**src/rtl/core/zigzag_varint_delta_decoder_unit_assert.svh**
```systemverilog
// ----------------------------------------------------------------------------
// Assertion macros for the zigzag varint delta decoder
// Same-cycle and next-cycle implication checks, reset aware.
// ----------------------------------------------------------------------------
`ifndef ZIGZAG_VARINT_DELTA_DECODER_UNIT_ASSERT_SVH
`define ZIGZAG_VARINT_DELTA_DECODER_UNIT_ASSERT_SVH

// antecedent implies consequent in the same cycle
`define ZVD_ASSERT_IMP(lbl, clk, rst_n, ante, cons, msg) \
    lbl: assert property (@(posedge clk) disable iff (!(rst_n)) (ante) |-> (cons)) \
        else $error(msg);

// antecedent implies consequent in the next cycle
`define ZVD_ASSERT_NXT(lbl, clk, rst_n, ante, cons, msg) \
    lbl: assert property (@(posedge clk) disable iff (!(rst_n)) (ante) |=> (cons)) \
        else $error(msg);

`endif

```
**src/rtl/core/zvd_pkg.sv**
```systemverilog
`timescale 1ns / 1ps
// ----------------------------------------------------------------------------
// zvd_pkg
// Shared types, constants and the CRC-32 byte update of the decoder.
// ----------------------------------------------------------------------------
package zvd_pkg;

    localparam int ZVD_ACC_W      = 33;
    localparam int ZVD_ACC_BYTES  = 5;
    localparam int ZVD_DIGIT_BITS = 7;
    localparam int ZVD_COUNT_W    = 24;
    localparam int ZVD_VALUE_W    = 32;
    localparam int ZVD_CFG_IDX_W  = 2;
    localparam int ZVD_Q_DEPTH    = 2;

    localparam logic [31:0] ZVD_CRC_POLY = 32'hEDB8_8320;
    localparam logic [31:0] ZVD_CRC_INIT = 32'hFFFF_FFFF;

    typedef enum logic [ZVD_CFG_IDX_W-1:0] {
        CFG_ITEM_WIDTH_MODE = 2'd0,
        CFG_ITEM_COUNT      = 2'd1,
        CFG_EXPECTED_CRC    = 2'd2
    } t_zvd_cfg_idx;

    typedef struct packed {
        logic [ZVD_VALUE_W-1:0] delta;
        logic                   last;
    } t_zvd_entry;

    function automatic logic [31:0] zvd_crc_byte(input logic [31:0] crc,
                                                 input logic [7:0]  b);
        logic [31:0] c;
        c = crc ^ {24'h0, b};
        for (int k = 0; k < 8; k++) begin
            c = c[0] ? ((c >> 1) ^ ZVD_CRC_POLY) : (c >> 1);
        end
        return c;
    endfunction

endpackage

```
**src/rtl/core/zvd_front.sv**
```systemverilog
`timescale 1ns / 1ps
// ----------------------------------------------------------------------------
// zvd_front
// Takes stream bytes, assembles LEB128 varints and pushes zigzag deltas.
// ----------------------------------------------------------------------------
module zvd_front #(
    parameter int MAX_VARINT_BYTES = 10
) (
    input  logic                            i_clk,
    input  logic                            i_rst_n,
    input  logic [zvd_pkg::ZVD_COUNT_W-1:0] i_item_count,
    input  logic                            i_valid,
    input  logic [7:0]                      i_in_byte,
    output logic                            o_stall,
    input  logic                            i_q_full,
    output logic                            o_push,
    output zvd_pkg::t_zvd_entry             o_entry
);
    import zvd_pkg::*;

    localparam int CW = $clog2(MAX_VARINT_BYTES + 1);

    logic [ZVD_ACC_W-1:0]   r_acc, n_acc, acc_upd;
    logic [CW-1:0]          r_bcnt, n_bcnt, bcnt_inc;
    logic [ZVD_COUNT_W-1:0] r_items, n_items;
    logic [5:0]             shamt;
    logic                   accept;
    logic                   active;
    logic                   finish;

    assign o_stall = i_q_full;
    assign accept  = i_valid && !i_q_full;
    assign active  = r_items < i_item_count;

    always_comb begin
        shamt    = 6'(r_bcnt) * 6'(ZVD_DIGIT_BITS);
        acc_upd  = r_acc;
        if (r_bcnt < CW'(ZVD_ACC_BYTES)) begin
            acc_upd = r_acc | (ZVD_ACC_W'(i_in_byte[6:0]) << shamt);
        end
        bcnt_inc = r_bcnt + 1'b1;
        finish   = !i_in_byte[7] || (bcnt_inc >= CW'(MAX_VARINT_BYTES));

        n_acc    = r_acc;
        n_bcnt   = r_bcnt;
        n_items  = r_items;
        o_push   = 1'b0;
        o_entry.delta = acc_upd[ZVD_ACC_W-1:1] ^ {ZVD_VALUE_W{acc_upd[0]}};
        o_entry.last  = (r_items + 1'b1) == i_item_count;

        if (accept && active) begin
            if (finish) begin
                n_acc   = '0;
                n_bcnt  = '0;
                n_items = r_items + 1'b1;
                o_push  = 1'b1;
            end else begin
                n_acc  = acc_upd;
                n_bcnt = bcnt_inc;
            end
        end
    end

    always_ff @(posedge i_clk) begin
        if (!i_rst_n) begin
            r_acc   <= '0;
            r_bcnt  <= '0;
            r_items <= '0;
        end else begin
            r_acc   <= n_acc;
            r_bcnt  <= n_bcnt;
            r_items <= n_items;
        end
    end

endmodule

```
**src/rtl/core/zvd_queue.sv**
```systemverilog
`timescale 1ns / 1ps
// ----------------------------------------------------------------------------
// zvd_queue
// Short FIFO of decoded deltas between the front and back ends.
// ----------------------------------------------------------------------------
module zvd_queue (
    input  logic                i_clk,
    input  logic                i_rst_n,
    input  logic                i_push,
    input  zvd_pkg::t_zvd_entry i_wdata,
    output logic                o_full,
    output logic                o_valid,
    output zvd_pkg::t_zvd_entry o_rdata,
    input  logic                i_pop
);
    import zvd_pkg::*;
    `include "zigzag_varint_delta_decoder_unit_assert.svh"

    localparam int PW = (ZVD_Q_DEPTH > 1) ? $clog2(ZVD_Q_DEPTH) : 1;
    localparam int NW = $clog2(ZVD_Q_DEPTH + 1);

    t_zvd_entry    r_mem [ZVD_Q_DEPTH];
    logic [PW-1:0] r_wptr, n_wptr;
    logic [PW-1:0] r_rptr, n_rptr;
    logic [NW-1:0] r_count, n_count;

    assign o_full  = r_count == NW'(ZVD_Q_DEPTH);
    assign o_valid = r_count != '0;
    assign o_rdata = r_mem[r_rptr];

    always_comb begin
        n_wptr  = r_wptr;
        n_rptr  = r_rptr;
        n_count = r_count;
        if (i_push) begin
            n_wptr = (r_wptr == PW'(ZVD_Q_DEPTH - 1)) ? '0 : r_wptr + 1'b1;
        end
        if (i_pop) begin
            n_rptr = (r_rptr == PW'(ZVD_Q_DEPTH - 1)) ? '0 : r_rptr + 1'b1;
        end
        if (i_push && !i_pop) begin
            n_count = r_count + 1'b1;
        end else if (i_pop && !i_push) begin
            n_count = r_count - 1'b1;
        end
    end

    always_ff @(posedge i_clk) begin
        if (i_push) begin
            r_mem[r_wptr] <= i_wdata;
        end
    end

    always_ff @(posedge i_clk) begin
        if (!i_rst_n) begin
            r_wptr  <= '0;
            r_rptr  <= '0;
            r_count <= '0;
        end else begin
            r_wptr  <= n_wptr;
            r_rptr  <= n_rptr;
            r_count <= n_count;
        end
    end

    `ZVD_ASSERT_IMP(a_q_no_overflow, i_clk, i_rst_n, i_push, !o_full, "push into full queue")
    `ZVD_ASSERT_IMP(a_q_no_underflow, i_clk, i_rst_n, i_pop, o_valid, "pop from empty queue")
    `ZVD_ASSERT_NXT(a_q_fill, i_clk, i_rst_n, i_push && !i_pop, o_valid, "pushed entry lost")

endmodule

```
**src/rtl/core/zvd_back.sv**
```systemverilog
`timescale 1ns / 1ps
// ----------------------------------------------------------------------------
// zvd_back
// Accumulates deltas, updates the CRC-32 and holds the result register.
// ----------------------------------------------------------------------------
module zvd_back (
    input  logic                            i_clk,
    input  logic                            i_rst_n,
    input  logic                            i_mode,
    input  logic [31:0]                     i_expected_crc,
    input  logic                            i_q_valid,
    input  zvd_pkg::t_zvd_entry             i_q_data,
    output logic                            o_q_pop,
    output logic                            o_valid,
    input  logic                            i_stall,
    output logic [zvd_pkg::ZVD_VALUE_W-1:0] o_item_value,
    output logic                            o_is_last,
    output logic                            o_crc_match
);
    import zvd_pkg::*;
    `include "zigzag_varint_delta_decoder_unit_assert.svh"

    logic [ZVD_VALUE_W-1:0] r_sum, n_sum, sum;
    logic [31:0]            r_crc, n_crc, crc_lo, crc_hi;
    logic [ZVD_VALUE_W-1:0] r_value, n_value, val;
    logic                   r_valid, n_valid;
    logic                   r_last, n_last;
    logic                   r_match, n_match;

    assign o_q_pop = i_q_valid && (!r_valid || !i_stall);

    always_comb begin
        sum    = r_sum + i_q_data.delta;
        val    = i_mode ? sum : {16'h0, sum[15:0]};
        crc_lo = zvd_crc_byte(zvd_crc_byte(r_crc, val[7:0]), val[15:8]);
        crc_hi = zvd_crc_byte(zvd_crc_byte(crc_lo, val[23:16]), val[31:24]);

        n_sum   = r_sum;
        n_crc   = r_crc;
        n_value = r_value;
        n_last  = r_last;
        n_match = r_match;
        n_valid = r_valid && i_stall;
        if (o_q_pop) begin
            n_sum   = sum;
            n_crc   = i_mode ? crc_hi : crc_lo;
            n_value = val;
            n_last  = i_q_data.last;
            n_match = i_q_data.last && (~n_crc == i_expected_crc);
            n_valid = 1'b1;
        end
    end

    always_ff @(posedge i_clk) begin
        if (!i_rst_n) begin
            r_sum   <= '0;
            r_crc   <= ZVD_CRC_INIT;
            r_valid <= 1'b0;
        end else begin
            r_sum   <= n_sum;
            r_crc   <= n_crc;
            r_valid <= n_valid;
        end
    end

    always_ff @(posedge i_clk) begin
        r_value <= n_value;
        r_last  <= n_last;
        r_match <= n_match;
    end

    assign o_valid      = r_valid;
    assign o_item_value = r_value;
    assign o_is_last    = r_last;
    assign o_crc_match  = r_match;

    `ZVD_ASSERT_IMP(a_match_with_last, i_clk, i_rst_n,
                    o_valid && o_crc_match, o_is_last, "crc match without last")
    `ZVD_ASSERT_IMP(a_narrow_upper, i_clk, i_rst_n,
                    o_valid && !i_mode, o_item_value[31:16] == 16'h0,
                    "upper bits set in 16-bit mode")
    `ZVD_ASSERT_NXT(a_pop_loads, i_clk, i_rst_n, o_q_pop, o_valid, "popped item not presented")

endmodule

```
**src/rtl/core/zigzag_varint_delta_decoder_unit.sv**
```systemverilog
`timescale 1ns / 1ps
// ----------------------------------------------------------------------------
// zigzag_varint_delta_decoder_unit
// Zigzag LEB128 delta decoder with CRC-32 check over the emitted items.
// ----------------------------------------------------------------------------
// Takes one stream byte per cycle while input stall is low. The front end
// builds each varint and pushes the zigzag delta into a two-entry queue;
// the back end adds it to the running sum and folds 2 or 4 item bytes into
// the CRC in the same cycle. An item is registered in the queue and then in
// the result register; items keep up with one per cycle while output stall
// is low. Input stall rises only when the queue is full because the result
// register is held by output stall. Bytes after item_count items are
// accepted and dropped; a new run starts from reset.
module zigzag_varint_delta_decoder_unit #(
    parameter int MAX_VARINT_BYTES = 10
) (
    input  logic                              i_clk,
    input  logic                              i_rst_n,
    input  logic                              i_cfg_we,
    input  logic [zvd_pkg::ZVD_CFG_IDX_W-1:0] i_cfg_idx,
    input  logic [31:0]                       i_cfg_data,
    input  logic                              i_valid,
    output logic                              o_stall,
    input  logic [7:0]                        i_in_byte,
    output logic                              o_valid,
    input  logic                              i_stall,
    output logic [zvd_pkg::ZVD_VALUE_W-1:0]   o_item_value,
    output logic                              o_is_last,
    output logic                              o_crc_match
);
    import zvd_pkg::*;

    logic                   r_mode;
    logic [ZVD_COUNT_W-1:0] r_item_count;
    logic [31:0]            r_expected_crc;

    logic       q_full;
    logic       q_valid;
    logic       q_push;
    logic       q_pop;
    t_zvd_entry q_wdata;
    t_zvd_entry q_rdata;

    always_ff @(posedge i_clk) begin
        if (!i_rst_n) begin
            r_mode         <= 1'b0;
            r_item_count   <= '0;
            r_expected_crc <= '0;
        end else if (i_cfg_we) begin
            case (t_zvd_cfg_idx'(i_cfg_idx))
                CFG_ITEM_WIDTH_MODE: r_mode         <= i_cfg_data[0];
                CFG_ITEM_COUNT:      r_item_count   <= i_cfg_data[ZVD_COUNT_W-1:0];
                CFG_EXPECTED_CRC:    r_expected_crc <= i_cfg_data;
                default: begin
                end
            endcase
        end
    end

    zvd_front #(
        .MAX_VARINT_BYTES(MAX_VARINT_BYTES)
    ) u_front (
        .i_clk        (i_clk),
        .i_rst_n      (i_rst_n),
        .i_item_count (r_item_count),
        .i_valid      (i_valid),
        .i_in_byte    (i_in_byte),
        .o_stall      (o_stall),
        .i_q_full     (q_full),
        .o_push       (q_push),
        .o_entry      (q_wdata)
    );

    zvd_queue u_queue (
        .i_clk   (i_clk),
        .i_rst_n (i_rst_n),
        .i_push  (q_push),
        .i_wdata (q_wdata),
        .o_full  (q_full),
        .o_valid (q_valid),
        .o_rdata (q_rdata),
        .i_pop   (q_pop)
    );

    zvd_back u_back (
        .i_clk          (i_clk),
        .i_rst_n        (i_rst_n),
        .i_mode         (r_mode),
        .i_expected_crc (r_expected_crc),
        .i_q_valid      (q_valid),
        .i_q_data       (q_rdata),
        .o_q_pop        (q_pop),
        .o_valid        (o_valid),
        .i_stall        (i_stall),
        .o_item_value   (o_item_value),
        .o_is_last      (o_is_last),
        .o_crc_match    (o_crc_match)
    );

endmodule
```
**config.mk**
```make
export PLATFORM = sky130hd
export DESIGN_NAME = zigzag_varint_delta_decoder_unit
export DESIGN_NICKNAME = d
export VERILOG_FILES = /design/src/rtl/core/zvd_pkg.sv /design/src/rtl/core/zvd_front.sv /design/src/rtl/core/zvd_queue.sv /design/src/rtl/core/zvd_back.sv /design/src/rtl/core/zigzag_varint_delta_decoder_unit.sv
export VERILOG_INCLUDE_DIRS = /design/src /design/src/rtl/core
export SDC_FILE = /design/constraint.sdc
export NUM_CORES = 1
export LEC_CHECK = 0
export BUFFER_PORTS_ARGS = -buffer_cell sky130_fd_sc_hd__buf_2
export CORE_UTILIZATION = 50
export CTS_CLUSTER_SIZE = 12
export DETAILED_ROUTE_END_ITERATION = 10
export MAX_ROUTING_LAYER = met4
export PLACE_DENSITY = 0.64
export SLEW_MARGIN = 10
export SYNTH_ARGS = -nofsm -noshare
export SYNTH_HDL_FRONTEND = slang
export SYNTH_SLANG_ARGS = --single-unit
```
**constraint.sdc**
```tcl
create_clock -name i_clk -period 7.8 [get_ports i_clk]
set_clock_uncertainty 0.15 [all_clocks]
set_input_delay 0.39 -clock i_clk [delete_from_list [all_inputs] [get_ports i_clk]]
set_output_delay 0.39 -clock i_clk [all_outputs]
set_load 0.02 [all_outputs]
```
==> summary.md, run 1 <==
| Metric | Value |
|---|---|
| DPL Wire Length | about 43000 um |
| Critical-path top delay cell | xnor3_1 |
| Final hold violations | 0 |
| MaxCap Viol Count | 0 |
| Kind of critical path | flop to flop |
| H-tree Lvls | 2 |
| Reg clk slew, reported paths | approximately 0.05 ns |
| Crit path max fanout | 7 |
| DIE AREA | between 30000 and 40000 um^2 |
| Worst-Margin Slew | 1.20 ns |
| Largest net degree at the start of global routing | 78 |
| Vias/cell | between 5 and 6 |
| Global-route wire length before repair | roughly 85000 um |
| Initial DRC count | ~1100 |
| Critical Path AT | 7.42 ns |
| Crit. End Element | flop |
| Gr usage total | around 30% |
| Cell variety after synth | 84 |
| FILL cells | around 3500 |
| Synth Flop Type | dfxtp_1 |
| Synth Register Bits | ~290 |
| Site Rows | 72 |
| Final Cycle Share | 92.4% |
| Clk_lat worst skew | roughly 0.56 ns |
| Critical Path Max Stage Delay | around 0.59 ns |
| Hold Crit Class | primary input to flop |
| CTS Sinks | roughly 290 |
| Synthesized cell area | about 20000 um^2 |
| CTS tree | done |
| Sequential fraction of the synthesis area | between 30% and 40% |
| Outcome | finished, final reports clean |
| Area after DPL | ~21000 um^2 |
| GPL Wtd Cong | 0.962 |
| CTS buffer count | 35 |
| Share of the synthesized area in the top cell type | 19.3% |
| Initial antenna violation count | 0 |
| Synth top area cells | dfxtp_1 19%, edfxtp_1 15%, xnor2_1 10% |
| Final Cell Area | between 20000 and 25000 um^2 |
| Placed instance count | between 2000 and 3000 |
| Area grow syn2layout | 12.5% |
| Vias | between 10000 and 15000 |
| Crit path top cell by count | xnor3_1 |
| Post-route ant nets | 0 |
| Initial Utilization | 50.6% |
| Die height | ~200 um |
| Commonest cells after routing, fill and taps aside | 256 x nand2_1, 233 x xnor2_1, 187 x dfxtp_1 |
| CP cell instances | mux2_2, ha_1, fa_1, a211oi_2, o21ai_4, xnor2_4, xor2_4, xor2_2, xor2_4, xnor3_1, xor2_1, xnor3_1, xnor3_1, xnor2_1, nor3_1, nor4_1, nand4_1, nor4_2 |
| Fin cells | 2660 |
| Die W | 200 um |
| Syn nets | between 2000 and 2500 |
| Commonest non-fill, non-tap cell in the layout | nand2_1 |
| Core area | around 39000 um^2 |
| GRT Residual Overflow | 0 |
| Layout cell share with drive strength beyond 1 | approximately 13% |
| Routed wire length | between 50000 and 60000 um |
| Max Fclk | 139 MHz |
| Bufs and invs on worst path | 0 |
| IO Port Bufs | a little over 80 |
| Mean Syn Cell Area | ~9.6 um^2 |
| Slew margin rel. | 19.7% |
| # diodes | 0 |
| Vias in the first global route | about 14000 |
| Mapped Cells | between 2000 and 2500 |
| Post-synth EDFFs | 100 |
| Final Max Tran Viols | 0 |
| RSZ-0062 raised after global routing | false |
| Async set-reset flop share out of synthesis | 0% |
| Initial DRT Pass Iterations | 5 |
| Nets | around 2200 |
| # DRC | 0 |
| Yosys warnings | 0 |
| Max Root-Sink Buffers | 3 |
| CP startpoint kind | flop |
| Hold Slack | 0.0201 ns |
| # IOs | 83 |
| WP data required | approximately 8 ns |
| Total negative slack | 0 ns |
| Postcts setup bufs | 0 |
| Drt wl/cell | 21.0 um |
| Synth area leader | dfxtp_1 |
| Root buffer cell | clkbuf_16 |
| Largest delay share family, worst path | XOR/XNOR gates |
| # setup viols final | 0 |
| Min Tclk post-route | 7.21 ns |
-- cell families (layout without fill, tap and decap cells) --
| group | after synthesis | after routing | share of synthesized area, % |
|---|---|---|---|
| buffers and inverters | 155 | 268 | 3.01 |
| AO/OA/AOI/OAI | 373 | 373 | 13.2 |
| flip-flops | 288 | 288 | 34.7 |
| XOR/XNOR | 473 | 473 | 26.8 |
| multiplexers | 53 | 53 | 2.97 |
| AND/OR/NAND/NOR | 616 | 616 | 14.6 |
| adder cells (fa/ha/maj) | 71 | 71 | 4.74 |
-- cell type report --
type / count / area, um^2 / area share (%)
Multi-Input combinational cell: 1586 / 12200 / 55.5
Sequential cell: 288 / 6770 / 30.8
Timing Repair Buffer: 149 / 991 / 4.51
Clock buffer: 48 / 976 / 4.44
Tap cell: 518 / 648 / 2.95
Inverter: 55 / 208 / 0.946
Clock inverter: 16 / 173 / 0.786
-- worst reg2reg max path, delay by kind of cell (launching register included) --
kind	cells	cell delay, ns
compound gates	2	0.54
mux	1	0.39
xor+xnor	9	3.86
fa+ha+maj	2	0.68
flops	1	0.46
simple gates	4	0.94
-- final timing paths --
kind / to / depth (start not counted) / slack [ns] / start
max: u_back.o_crc_match$_DFFE_PP_ / 18 / 0.59 / flop
min: r_expected_crc[21]$_SDFFE_PN0P_ / 3 / 0.02 / i_cfg_data[21]
max reg2reg: u_back.o_crc_match$_DFFE_PP_ / 18 / 0.59 / flop
min reg2reg: u_front.r_acc[12]$_SDFFE_PN0P_ / 2 / 0.32 / u_front.r_acc[12]$_SDFFE_PN0P_
-- Yosys cell counts, drive strengths merged, types with 14 or more instances --
master and number:
nand2 256, xnor2 252, dfxtp 188, xor2 169
nor2 144, edfxtp 100, a21oi 94, clkbuf 92
a21boi 81, ha 66, inv 54, and2 42
o21ai 41, mux2 39, xnor3 39, nand3 31
nor3 30, a31oi 28, a21o 25, and3 23
a211oi 20, nor3b 17, o211ai 17, mux2i 14
-- registers in the layout (all words and copies together) (netlist names), 2 cells and up, named ones only --
name and cells:
u_queue.r_count 2, u_front.r_bcnt 4, u_back.r_sum 32, u_queue.r_mem 66
r_item_count 24, u_back.r_crc 32, r_expected_crc 32, u_front.r_acc 33
u_front.r_items 24, u_back.o_item_value 32
-- metrics by stage --
stage | setup WS, ns | utilization (%)
floorplan | 1.08 | -
global placement | 0.604 | 53.2
detailed placement | 0.660 | 53.2
CTS | 0.635 | 57.0
global route | 0.288 | 57.0
finish | 0.593 | 57.0
-- layer usage --
| metal | share of wire, % | global-route usage, % | up-vias |
|---|---|---|---|
| met3 | 6.3 | 4.98 | 70 |
| met4 | 2.8 | 9.47 | 0 |
| li1 | - | - | 7158 |
| met5 | 0 | - | - |
| met1 | 46 | 39.7 | 7045 |
| met2 | 45 | 45.3 | 426 |
-- timing repair --
| action | 4_1_cts | 5_1_grt |
|---|---|---|
| gates resized for setup | 0 | 0 |
| hold buffers | 30 | 0 |
| endpoints found under the hold margin | 45 | 0 |
Power of run 1 is left out: the tool's default activity adds up to more than one toggle a clock period on the data nets, which glitch-free logic cannot reach.
==> run 2: changes to the inputs <==
CORE_ASPECT_RATIO = 0.8   (was not set)
==> run 2 against run 1 <==
Net effect: die area is essentially flat; global-route usage grew 0.44 points; flip-flop and latch count is the same; routed wire length grew 3.7%; setup slack lost 0.13 ns; critical path type unchanged; largest cell class unchanged.
==> summary.md, run 2 (synthesis results as in run 1) <==
| Metric | Value |
|---|---|
| Drt wl/cell | ~22 um |
| Hold Crit Class | primary input to flop |
| CP startpoint kind | flop |
| DIE AREA | roughly 40000 um^2 |
| Hold Slack | slightly above 0.09 ns |
| Clk_lat worst skew | 0.59 ns |
| Die height | ~180 um |
| Initial Utilization | between 50% and 60% |
| IO Port Bufs | 82 |
| Vias/cell | around 5.6 |
| Critical Path AT | between 7 and 8 ns |
| CTS Sinks | around 290 |
| Final Cycle Share | between 90% and 100% |
| Max Fclk | 136 MHz |
| # IOs | 83 |
| Crit. End Element | flop |
| GPL Wtd Cong | between 1 and 1.5 |
| Commonest non-fill, non-tap cell in the layout | nand2_1 |
| Postcts setup bufs | 0 |
| RSZ-0062 raised after global routing | false |
| Largest delay share family, worst path | XOR/XNOR gates |
| Largest register FFs | 66 |
| Pre-CTS WS | around 0.33 ns |
| Post-route ant nets | 0 |
| Max Root-Sink Buffers | 3 |
| MaxCap Viol Count | 0 |
| Layout cell share with drive strength beyond 1 | around 12% |
| Initial DRC count | ~1300 |
| WP data required | 8.07 ns |
| Vias | between 10000 and 15000 |
| Largest net degree at the start of global routing | 91 |
| Bufs and invs on worst path | 0 |
| Vias in the first global route | 14000 |
| Reg clk slew, reported paths | 0.07 ns |
| Die W | about 220 um |
| Min Tclk post-route | about 7.3 ns |
| Worst-Margin Slew | ~1.2 ns |
| Kind of critical path | flop to flop |
| Largest regs | u_queue.r_mem (66), u_front.r_acc (33) |
| GRT Residual Overflow | 0 |
| CTS buffer count | 31 |
| # DRC | 0 |
| Outcome | finished, final reports clean |
| Gr usage total | approximately 30% |
| # setup viols final | 0 |
| Area grow syn2layout | 11.6% |
| Slew margin rel. | between 20% and 30% |
| Nets | between 2000 and 2500 |
| Crit path max fanout | 10 |
| Critical-path top delay cell | xnor3_1 |
| Routed wire length | approximately 58000 um |
| Worst setup margin | around 0.46 ns |
| Final Max Tran Viols | 0 |
| Initial antenna violation count | 1 |
| Most flop-heavy register | u_queue.r_mem |
| Site Rows | between 60 and 70 |
| H-tree Lvls | 1 |
| Critical Path Max Stage Delay | roughly 0.63 ns |
| Initial DRT Pass Iterations | 5 |
| CP cell instances | mux2_2, ha_1, fa_1, a211oi_2, o21bai_1, xnor3_2, xnor2_2, xnor2_1, xor2_1, xor2_1, xnor3_1, xnor3_1, xnor3_1, xnor2_1, xor2_1, nor4b_1, a41oi_1, nor4_2 |
| DPL Wire Length | 44200 um |
| Core area | ~38000 um^2 |
| Final hold violations | 0 |
| CTS tree | done |
| Commonest cells after routing, fill and taps aside | 256 x nand2_1, 233 x xnor2_1, 186 x dfxtp_1 |
| Total negative slack | 0 ns |
| Root buffer cell | clkbuf_16 |
| Global-route wire length before repair | between 80000 and 90000 um |
==> run 2: cell types whose count changed in the layout (fill, tap and decap cells not counted), sizes merged <==
cell / change
buf: -5
clkinv: -3
dlygate4sd3: +3
inv: -3
bufinv: -2
clkbuf: +1
diode: +1
==> run 2: worst min-delay path, delay by kind of cell <==
family | cells | cell delay, ns
and+or+nand+nor | 2 | 0.13
AOI/OAI and AO/OA | 1 | 0.16
buffers and inverters | 1 | 0.11
==> run 2: path summary, 6_finish.rpt <==
path                                      start                            end  slack, ns  cells after the start
hold reg to reg   u_front.r_acc[3]$_SDFFE_PN0P_  u_front.r_acc[3]$_SDFFE_PN0P_       0.32                      2
hold / removal                     i_cfg_idx[0]            r_mode$_SDFFE_PN0P_       0.09                      4
setup reg to reg                           flop   u_back.o_crc_match$_DFFE_PP_       0.46                     18
setup / recovery                           flop   u_back.o_crc_match$_DFFE_PP_       0.46                     18
==> run 2: metal layers <==
metal / vias to the layer above / wire [um] / GRT usage [%]
met1: 7054 / 27900 / 43.2
met3: 72 / 4480 / 5.98
met5: - / 0 / -
met2: 437 / 24400 / 43.6
li1: 7133 / - / -
met4: 0 / 1130 / 5.86
==> run 2: repair_timing <==
| action | in CTS | in global routing |
|---|---|---|
| hold buffers | 33 | 0 |
| hold endpoints to repair | 56 | 0 |
| endpoints found under the setup margin | 0 | 1 |
| resized for setup | 0 | 3 |
==> run 2: final cells by class <==
cell class	instances	area (um^2)
Fill cell	3471	16600
Multi-Input combinational cell	1586	12200
Sequential cell	288	6770
Timing Repair Buffer	147	983
Clock buffer	49	916
Tap cell	495	619
Inverter	55	208
Clock inverter	8	88.8
Antenna cell	1	2.50
==> run 2: per-stage QoR <==
stage / cell area, um^2 / std cells / util, %
finish: 21800 / 2629 / 56.8
global route: 21800 / 2629 / 56.8
CTS: 21800 / 2628 / 56.8
detailed placement: 20400 / 2538 / 53.3
global placement: 20400 / 2538 / 53.3
floorplan: 19500 / 2029 / -
Power of run 2 is left out for the same reason.
